**config.mk**
```make
export PLATFORM = sky130hd
export DESIGN_NAME = motor_duty_speed_mapper_core
export DESIGN_NICKNAME = d
export VERILOG_FILES = /design/src/rtl/mdsm_pkg.sv /design/src/rtl/mdsm_muldiv.sv /design/src/rtl/motor_duty_speed_mapper_core.sv
export SDC_FILE = /design/constraint.sdc
export NUM_CORES = 2
export LEC_CHECK = 0
export ABC_CLOCK_PERIOD_IN_PS = 13200
export BUFFER_PORTS_ARGS = -buffer_cell sky130_fd_sc_hd__buf_2
export CORE_MARGIN = 2
export CORE_UTILIZATION = 45
export CTS_BUF_LIST = sky130_fd_sc_hd__clkbuf_8
export CTS_CLUSTER_SIZE = 8
export DETAILED_ROUTE_END_ITERATION = 6
export GPL_ROUTABILITY_DRIVEN = 0
export HOLD_SLACK_MARGIN = 0.12
export RECOVER_POWER = 100
export SLEW_MARGIN = 40
export SYNTH_ARGS = -nofsm -noshare
export SYNTH_HDL_FRONTEND = slang
export SYNTH_SLANG_ARGS = --single-unit
```
**constraint.sdc**
```tcl
create_clock -name clk -period 13.2 [get_ports clk]
set_clock_uncertainty 0.15 [all_clocks]
set_input_delay 1.32 -clock clk [delete_from_list [all_inputs] [get_ports clk]]
set_output_delay 1.32 -clock clk [all_outputs]
set_load 0.02 [all_outputs]
```
**src/rtl/mdsm_pkg.sv**
```systemverilog
// shared types, codes and widths for the motor duty/speed mapper
// no dependencies
`default_nettype none
package mdsm_pkg;

	localparam int DUTY_ONE = 16384;
	localparam int AW = 33;        // multiplicand magnitude
	localparam int BW = 26;        // multiplier magnitude
	localparam int CW = 33;        // divisor magnitude
	localparam int QW = AW + BW;   // product and quotient width
	localparam int MW = QW + 2;    // signed width of the map result

	localparam logic [3:0] CMD_SET_DUTY  = 4'd0;
	localparam logic [3:0] CMD_SET_SPEED = 4'd1;
	localparam logic [3:0] CMD_ENABLE    = 4'd2;
	localparam logic [3:0] CMD_DISABLE   = 4'd3;
	localparam logic [3:0] CMD_STOP      = 4'd4;
	localparam logic [3:0] CMD_FULL_NEG  = 4'd5;
	localparam logic [3:0] CMD_FULL_POS  = 4'd6;
	localparam logic [3:0] CMD_MAP_SCALE = 4'd7;
	localparam logic [3:0] CMD_MAP_RANGE = 4'd8;
	localparam logic [3:0] CMD_REFRESH   = 4'd10;

	localparam logic [1:0] REG_DIR   = 2'd0;
	localparam logic [1:0] REG_SCALE = 2'd1;
	localparam logic [1:0] REG_ZP    = 2'd2;
	localparam logic [1:0] REG_DZ    = 2'd3;

	typedef enum logic [1:0] {
		ST_IDLE,
		ST_MAP,
		ST_CONV,
		ST_OUT
	} state_t;

	typedef struct packed {
		logic          start;
		logic [AW-1:0] a;
		logic [BW-1:0] b;
		logic [CW-1:0] c;
	} md_req_t;

endpackage
`default_nettype wire

```
**src/rtl/mdsm_muldiv.sv**
```systemverilog
// shared unit: unsigned a*b/c, the product registered on start, then one quotient bit a cycle
// depends on mdsm_pkg
`default_nettype none
module mdsm_muldiv import mdsm_pkg::*; (
	input  wire logic          clk,
	input  wire logic          arst_n,
	input  wire md_req_t       req,
	output logic               done,
	output logic [QW-1:0]      quot
);

	localparam int CNTW = $clog2(QW);
	localparam logic [CNTW-1:0] LAST = CNTW'(QW - 1);

	logic            busy_q;
	logic            done_q;
	logic [CNTW-1:0] cnt_q;
	logic [QW-1:0]   num_q;
	logic [CW-1:0]   rem_q;
	logic [CW-1:0]   div_q;
	logic [CW:0]     trial;
	logic            fits;

	always_comb begin
		trial = {rem_q, num_q[QW-1]};
		fits  = trial >= {1'b0, div_q};
	end

	always_ff @(posedge clk or negedge arst_n) begin
		if (!arst_n) begin
			busy_q <= 1'b0;
			done_q <= 1'b0;
			cnt_q  <= '0;
		end else begin
			done_q <= busy_q && (cnt_q == LAST);
			if (req.start) begin
				busy_q <= 1'b1;
				cnt_q  <= '0;
			end else if (busy_q) begin
				cnt_q <= cnt_q + 1'b1;
				if (cnt_q == LAST)
					busy_q <= 1'b0;
			end
		end
	end

	// dividend shifts out at the top while quotient bits shift in below
	always_ff @(posedge clk) begin
		if (req.start) begin
			num_q <= QW'(req.a * req.b);
			rem_q <= '0;
			div_q <= req.c;
		end else if (busy_q) begin
			num_q <= {num_q[QW-2:0], fits};
			rem_q <= fits ? CW'(trial - {1'b0, div_q}) : trial[CW-1:0];
		end
	end

	assign done = done_q;
	assign quot = num_q;

endmodule
`default_nettype wire

```
**src/rtl/motor_duty_speed_mapper_core.sv**
```systemverilog
// motor duty/speed mapper: stored duty, speed and enable with command items
// depends on mdsm_pkg and mdsm_muldiv
//
// use: one command item on the input channel (in_valid/in_stall) gives one
// result item on the output channel (out_valid/out_stall). config writes go
// through cfg_write/cfg_index/cfg_data while the block is idle.
// sequence: enable, disable, query and zero-span map items go from accept
// straight to the output state. set duty, set speed, stop, full and refresh
// items run one pass of the shared multiply/divide unit. map items run two
// passes, map then speed-to-duty. each pass is a start, the product, the QW
// quotient bits and a done in the radix-2 divider, which sets the rate.
// one item is at work at a time; in_stall is high while it runs.
// the output register holds a result until taken, so a new item may be
// accepted while the receiver stalls; its result then waits in the sequencer.
// reset: duty and speed zero, disabled, registers to their defaults
// (scale 65536, no reversal, zeropoint and deadzone zero), channels empty.
`default_nettype none
module motor_duty_speed_mapper_core import mdsm_pkg::*; (
	input  wire logic               clk,
	input  wire logic               arst_n,
	input  wire logic               cfg_write,
	input  wire logic [1:0]         cfg_index,
	input  wire logic [23:0]        cfg_data,
	input  wire logic               in_valid,
	output logic                    in_stall,
	input  wire logic [3:0]         command,
	input  wire logic signed [31:0] value,
	input  wire logic signed [31:0] in_min,
	input  wire logic signed [31:0] in_max,
	input  wire logic signed [24:0] out_min,
	input  wire logic signed [24:0] out_max,
	output logic                    out_valid,
	input  wire logic               out_stall,
	output logic signed [15:0]      output_duty,
	output logic                    output_valid,
	output logic signed [15:0]      duty_readback,
	output logic signed [24:0]      speed_readback,
	output logic                    span_error
);

	state_t state_q, state_nx;

	logic        dir_q;
	logic [23:0] scale_q;
	logic [13:0] zp_q;
	logic [14:0] dz_q;

	logic signed [15:0] duty_q;
	logic signed [24:0] speed_q;
	logic               en_q;
	logic               span_q;

	logic               to_speed_q;
	logic               neg_q;
	logic               zero_q;
	logic signed [25:0] omin_q;
	logic               md_start_q;
	logic [AW-1:0]      md_a_q;
	logic [BW-1:0]      md_b_q;
	logic [CW-1:0]      md_c_q;
	md_req_t            md_req;
	logic               md_done;
	logic [QW-1:0]      md_quot;

	logic               out_valid_q;
	logic signed [15:0] od_q;
	logic               ov_q;
	logic signed [15:0] dr_q;
	logic signed [24:0] sr_q;
	logic               se_q;

	logic               accept;
	logic               load_out;

	// datapath signals
	logic [23:0]        sc;
	logic [14:0]        span;
	logic [14:0]        dz_eff;
	logic signed [32:0] d_src;
	logic signed [32:0] d_rev;
	logic signed [15:0] d_cl;
	logic signed [15:0] dc_in;
	logic [14:0]        dc_mag;
	logic signed [MW-1:0] map_val;
	logic signed [MW-1:0] s_src;
	logic signed [MW-1:0] s_rev;
	logic signed [MW-1:0] sc_s;
	logic signed [24:0]   s_cl;
	logic [23:0]          s_mag;
	logic signed [32:0]   den;
	logic signed [32:0]   xl;
	logic signed [25:0]   omin_new;
	logic signed [25:0]   odiff;
	logic [14:0]          duty_mag;
	logic [QW-1:0]        q_plus;
	logic                 is_duty_cmd;
	logic                 is_map_cmd;

	always_comb begin
		md_req = '{start: md_start_q, a: md_a_q, b: md_b_q, c: md_c_q};
	end

	mdsm_muldiv u_muldiv (
		.clk    (clk),
		.arst_n (arst_n),
		.req    (md_req),
		.done   (md_done),
		.quot   (md_quot)
	);

	always_comb begin
		sc     = (scale_q == '0) ? 24'd1 : scale_q;
		span   = 15'(DUTY_ONE) - {1'b0, zp_q};
		dz_eff = (dz_q > 15'(DUTY_ONE)) ? 15'(DUTY_ONE) : dz_q;

		unique case (command)
			CMD_STOP:     d_src = '0;
			CMD_FULL_NEG: d_src = -33'sd16384;
			CMD_FULL_POS: d_src = 33'sd16384;
			default:      d_src = 33'(value);
		endcase
		d_rev = dir_q ? -d_src : d_src;
		if (d_rev > 33'sd16384)
			d_cl = 16'sd16384;
		else if (d_rev < -33'sd16384)
			d_cl = -16'sd16384;
		else
			d_cl = d_rev[15:0];

		// duty to speed operand: refresh works on the stored duty
		dc_in  = (state_q == ST_IDLE && command == CMD_REFRESH) ? duty_q : d_cl;
		dc_mag = dc_in[15] ? 15'(-dc_in) : dc_in[14:0];

		// map result, then treated as a speed command
		map_val = (neg_q ? -$signed({2'b00, md_quot}) : $signed({2'b00, md_quot}))
			+ MW'(omin_q);
		s_src = (state_q == ST_MAP) ? map_val : MW'(value);
		s_rev = dir_q ? -s_src : s_src;
		sc_s  = $signed({{(MW-24){1'b0}}, sc});
		if (s_rev > sc_s)
			s_cl = 25'(sc_s);
		else if (s_rev < -sc_s)
			s_cl = 25'(-sc_s);
		else
			s_cl = s_rev[24:0];
		s_mag = s_cl[24] ? 24'(-s_cl) : s_cl[23:0];

		den      = 33'(in_max) - 33'(in_min);
		xl       = 33'(value) - 33'(in_min);
		omin_new = (command == CMD_MAP_SCALE) ? -$signed({2'b00, sc}) : 26'(out_min);
		odiff    = ((command == CMD_MAP_SCALE) ? $signed({2'b00, sc}) : 26'(out_max))
			- omin_new;

		duty_mag = duty_q[15] ? 15'(-duty_q) : duty_q[14:0];
		q_plus   = md_quot + QW'(zp_q);

		is_duty_cmd = command == CMD_SET_DUTY || command == CMD_STOP
			|| command == CMD_FULL_NEG || command == CMD_FULL_POS
			|| command == CMD_REFRESH;
		is_map_cmd = command == CMD_MAP_SCALE || command == CMD_MAP_RANGE;
	end

	// next state
	always_comb begin
		state_nx = state_q;
		unique case (state_q)
			ST_IDLE: begin
				if (accept) begin
					if (is_duty_cmd || command == CMD_SET_SPEED)
						state_nx = ST_CONV;
					else if (is_map_cmd && den != '0)
						state_nx = ST_MAP;
					else
						state_nx = ST_OUT;
				end
			end
			ST_MAP:  if (md_done) state_nx = ST_CONV;
			ST_CONV: if (md_done) state_nx = ST_OUT;
			ST_OUT:  if (load_out) state_nx = ST_IDLE;
			default: state_nx = ST_IDLE;
		endcase
	end

	// handshake outputs
	always_comb begin
		in_stall = state_q != ST_IDLE;
		accept   = in_valid && !in_stall;
		load_out = state_q == ST_OUT && (!out_valid_q || !out_stall);
	end

	always_ff @(posedge clk or negedge arst_n) begin
		if (!arst_n) begin
			state_q     <= ST_IDLE;
			dir_q       <= 1'b0;
			scale_q     <= 24'd65536;
			zp_q        <= '0;
			dz_q        <= '0;
			duty_q      <= '0;
			speed_q     <= '0;
			en_q        <= 1'b0;
			out_valid_q <= 1'b0;
			md_start_q  <= 1'b0;
		end else begin
			state_q    <= state_nx;
			md_start_q <= 1'b0;
			if (cfg_write) begin
				unique case (cfg_index)
					REG_DIR:   dir_q   <= cfg_data[0];
					REG_SCALE: scale_q <= cfg_data;
					REG_ZP:    zp_q    <= cfg_data[13:0];
					REG_DZ:    dz_q    <= cfg_data[14:0];
					default:   ;
				endcase
			end

			if (load_out)
				out_valid_q <= 1'b1;
			else if (!out_stall)
				out_valid_q <= 1'b0;

			priority case (1'b1)
				accept: begin
					if (is_duty_cmd) begin
						if (command != CMD_REFRESH) begin
							duty_q <= d_cl;
							en_q   <= 1'b1;
						end
						md_start_q <= 1'b1;
					end else if (command == CMD_SET_SPEED) begin
						speed_q    <= s_cl;
						en_q       <= 1'b1;
						md_start_q <= 1'b1;
					end else if (is_map_cmd) begin
						md_start_q <= den != '0;
					end else if (command == CMD_ENABLE) begin
						en_q <= 1'b1;
					end else if (command == CMD_DISABLE) begin
						en_q <= 1'b0;
					end
				end
				(state_q == ST_MAP && md_done): begin
					speed_q    <= s_cl;
					en_q       <= 1'b1;
					md_start_q <= 1'b1;
				end
				(state_q == ST_CONV && md_done): begin
					if (to_speed_q)
						speed_q <= neg_q ? -$signed(25'(md_quot)) : $signed(25'(md_quot));
					else if (zero_q)
						duty_q <= '0;
					else
						duty_q <= neg_q ? -$signed(16'(q_plus)) : $signed(16'(q_plus));
				end
				default: ;
			endcase
		end
	end

	// operands of the shared unit and result payload
	always_ff @(posedge clk) begin
		if (accept) begin
			span_q <= is_map_cmd && den == '0;
			omin_q <= omin_new;
			if (is_duty_cmd) begin
				to_speed_q <= 1'b1;
				neg_q      <= dc_in[15];
				md_a_q     <= AW'((dc_mag > 15'(zp_q)) ? dc_mag - 15'(zp_q) : 15'd0);
				md_b_q     <= BW'(sc);
				md_c_q     <= CW'(span);
			end else if (command == CMD_SET_SPEED) begin
				to_speed_q <= 1'b0;
				neg_q      <= s_cl[24];
				zero_q     <= s_cl == '0;
				md_a_q     <= AW'(s_mag);
				md_b_q     <= BW'(span);
				md_c_q     <= CW'(sc);
			end else begin
				neg_q  <= xl[32] ^ odiff[25] ^ den[32];
				md_a_q <= xl[32] ? AW'(-xl) : AW'(xl);
				md_b_q <= odiff[25] ? BW'(-odiff) : BW'(odiff);
				md_c_q <= den[32] ? CW'(-den) : CW'(den);
			end
		end else if (state_q == ST_MAP && md_done) begin
			to_speed_q <= 1'b0;
			neg_q      <= s_cl[24];
			zero_q     <= s_cl == '0;
			md_a_q     <= AW'(s_mag);
			md_b_q     <= BW'(span);
			md_c_q     <= CW'(sc);
		end
		if (load_out) begin
			od_q <= (en_q && duty_mag >= dz_eff) ? duty_q : '0;
			ov_q <= en_q;
			dr_q <= dir_q ? -duty_q : duty_q;
			sr_q <= dir_q ? -speed_q : speed_q;
			se_q <= span_q;
		end
	end

	assign out_valid      = out_valid_q;
	assign output_duty    = od_q;
	assign output_valid   = ov_q;
	assign duty_readback  = dr_q;
	assign speed_readback = sr_q;
	assign span_error     = se_q;

	// the shared unit only finishes while the sequencer waits on it
	a_done_in_wait: assert property (@(posedge clk) disable iff (!arst_n)
		md_done |-> (state_q == ST_MAP || state_q == ST_CONV))
		else $error("divider finished outside a wait state");

	// a disabled result never drives a duty
	a_duty_needs_enable: assert property (@(posedge clk) disable iff (!arst_n)
		out_valid |-> (output_valid || output_duty == '0))
		else $error("duty driven while disabled");

	// stored duty stays within plus and minus one
	a_duty_range: assert property (@(posedge clk) disable iff (!arst_n)
		state_q == ST_OUT |-> (duty_q <= 16'sd16384 && duty_q >= -16'sd16384))
		else $error("stored duty out of range");

endmodule
`default_nettype wire

```
==> qor.csv <==
stage;metric;value;unit
outcome;outcome;finished, violations left;
outcome;failed_checks;DRC, capacitance limit, slew limit;
clock_tree;cts_buffer_depth;3;
timing;relSlewSlack;-187.5;%
clock_tree;cts_inserted_buffers;69;
floorplanning;coreArea;149800;um^2
grt;antenna_found_initial;7;
finish;fin_nets;9543;
logic_synthesis;ys_seq_area_share;17.05;%
grt;grt_usage;31.77;%
critical_path;crit_path_end_kind;flop;
logic_synthesis;yosys.area_share.simple;18.81;%
placed_design;dp_slack;0.7563;ns
timing;maxSlewViolCount;948;
logic_synthesis;synthTopCellsByArea;fa_1 22%, edfxtp_1 12%, ha_1 9.8%;
clock_tree;clock-sinks;414;
finish;multi_input_area;51210;um^2
logic_synthesis;synth_edf_count;273;
logic_synthesis;ys_types;104;
drt;ant_nets;0;
timing;finalWorstSetupSlack;0.6601;ns
critical_path;start_kind;flop;
placed_design;placed_cell_area;71330;um^2
min_path;hp-start;md_c_q[23];
floorplanning;die_height;392.2;um
critical_path;regToRegStartpoint;u_muldiv.quot[1];
finish;syn2layout_area_growth;6.936;%
logic_synthesis;synth_top_cell_by_area;fa_1;
timing;tightestPinTransition;4.313;ns
clock_tree;holdBufCountCts;0;
critical_path;cp_slowest_cell;or4_1;
logic_synthesis;synth.top_cell.area_share;22.11;%
logic_synthesis;synth-main-ff-cell;edfxtp_1;
timing;setup-tns-final;0;ns
clock_tree;clk_pin_slew;0.07;ns
placed_design;dp.cells;10020;
critical_path;path_buf_inv;3;
finish;stdcell_count;10160;
critical_path;worstSetupStartpoint;u_muldiv.quot[1];
floorplanning;start_util;45.27;%
timing;setup_viol;0;
floorplanning;die_area;153800;um^2
finish;n_fill_cell;14450;
timing;max_freq;79.75;MHz
logic_synthesis;synth-adder-area-share;31.95;%
logic_synthesis;synth_top_family_by_area;adder cells;
grt;overflow;0;
placed_design;dp_hpwl;191.8;mm
drt;drt_pre_antenna_iters;7;
drt;vias;60750;
floorplanning;die_w;392.2;um
timing;fin_crit;12.54;ns
logic_synthesis;syn_area;67810;um^2
logic_synthesis;syn_avg_cell_area;8.472;um^2
critical_path;cp_top_family;simple AND/OR/NAND/NOR gates;
logic_synthesis;synthXorXnorAreaFrac;6.628;%
finish;final_cell_mix;1050 x nand2_1, 1023 x inv_1, 749 x fa_1;
clock_tree;clockRootBuffer;clkbuf_8;
critical_path;cp_max_fo;9;
finish;post-route-cell-area;72510;um^2
logic_synthesis;synthMuxAreaShare;2.733;%
clock_tree;cts_tree;yes;
clock_tree;cts_max_level;3;
logic_synthesis;synth_compound_area_share;15.11;%
clock_tree;clk_latency;0.74;ns
drt;drt_drc_violations_left;9;
critical_path;arrival;12.80;ns
critical_path;worstSetupPathType;flop to flop;
logic_synthesis;ys_ff_latch;414;
drt;wl_per_cell;24.11;um
floorplanning;std_cell_rows;142;
grt;grt_pass1_wl;368.8;mm
critical_path;critPathRequiredTime;13.46;ns
placed_design;io_buffers;241;
timing;rsz0062_at_grt;no;
logic_synthesis;synthCells;8004;
min_path;worstHoldPathType;flop to flop;
grt;grt_pass1_vias;59340;
floorplanning;ios;242;
grt;grt_max_degree;91;
logic_synthesis;async_flop_share;26.09;%
finish;seq_area;11560;um^2
drt;avgViaCountPerCell;5.982;
logic_synthesis;ys_warn_count;0;
finish;drive_above_1_share;7.312;%
finish;final_common_cell;nand2_1;
drt;drt_iter0_markers;6483;
drt;finalWirelength;244.8;mm
timing;fin_crit_sh;95.00;%
flow_run;drv_cap;20;
timing;hold_viol;0;
critical_path;max_stage_delay;0.68;ns
## cell usage after synthesis, drive strengths merged (30+ instances only)
| cell type | number |
|---|---|
| a211oi | 77 |
| a21o | 112 |
| a21oi | 425 |
| a31oi | 53 |
| and2 | 354 |
| and3 | 59 |
| buf | 30 |
| clkbuf | 355 |
| dfrtp | 107 |
| dfxtp | 33 |
| edfxtp | 273 |
| fa | 749 |
| ha | 533 |
| inv | 989 |
| mux2 | 121 |
| mux2i | 49 |
| nand2 | 1051 |
| nand2b | 65 |
| nand3 | 122 |
| nand4 | 67 |
| nor2 | 445 |
| nor2b | 61 |
| nor3 | 148 |
| nor4 | 42 |
| o211ai | 36 |
| o21a | 82 |
| o21ai | 364 |
| o21bai | 32 |
| o22ai | 31 |
| o31ai | 84 |
| or2 | 37 |
| or3 | 92 |
| or4 | 34 |
| xnor2 | 384 |
| xor2 | 127 |
## worst paths after layout
path | to | slack (ns) | depth (start not counted)
setup / recovery | md_a_q[23] | 0.66 | 38
hold / removal | u_muldiv.div_q[23] | 0.26 | 0
setup reg to reg | md_a_q[23] | 0.66 | 38
hold reg to reg | u_muldiv.div_q[23] | 0.26 | 0
max in group asynchronous | u_muldiv.busy_q | 6.36 | 2
min in group asynchronous | scale_q[19] | 1.16 | 1
## metrics by stage
step	utilization, %	hold WS (ns)
2_1_floorplan	-	0.2503
3_3_place_gp	47.54	0.2551
3_5_place_dp	47.62	0.2554
4_1_cts	48.54	0.2567
5_1_grt	48.41	0.2738
6_report	48.41	0.2618
## final cells by class
class,count,area share [%]
diodes,3,0.01035
clock inverters,57,0.5367
multi-input cells,6219,70.62
flip-flops and latches,414,15.95
well taps,2016,3.479
repair buffers,375,2.871
inverters,1001,5.184
clock buffers,71,1.348
## kinds of logic after synthesis
kind of cell	after synthesis
AND/OR/NAND/NOR	2651
buffers and inverters	1386
other	1
adder cells (fa/ha/maj)	1282
XOR/XNOR	511
multiplexers	170
flip-flops	414
AO/OA/AOI/OAI	1589
## timing repair
item	CTS	global route
resized for setup	0	2
endpoints found under the setup margin	0	13
setup buffers	0	1
## state kept, by name, summed over array words and instances, names as in the netlist, 15 cells and up
signal          flops
duty_readback      16
output_duty        16
scale_q            24
md_c_q             33
md_b_q             26
u_muldiv.quot      59
u_muldiv.rem_q     33
dz_q               15
speed_readback     25
md_a_q             33
duty_q             16
speed_q            25
u_muldiv.div_q     33
omin_q             26
## metal layers
| layer | up-vias | global-route usage (%) | share of wire (%) |
|---|---|---|---|
| met4 | 8 | 15.22 | 6.0 |
| met5 | - | 0 | 0.022 |
| li1 | 27130 | - | - |
| met3 | 594 | 6.406 | 10 |
| met1 | 29870 | 43.00 | 41 |
| met2 | 3161 | 48.60 | 43 |
Power is not shown: default switching activity piles up to over one toggle a cycle in this logic, so the estimate is an artifact.
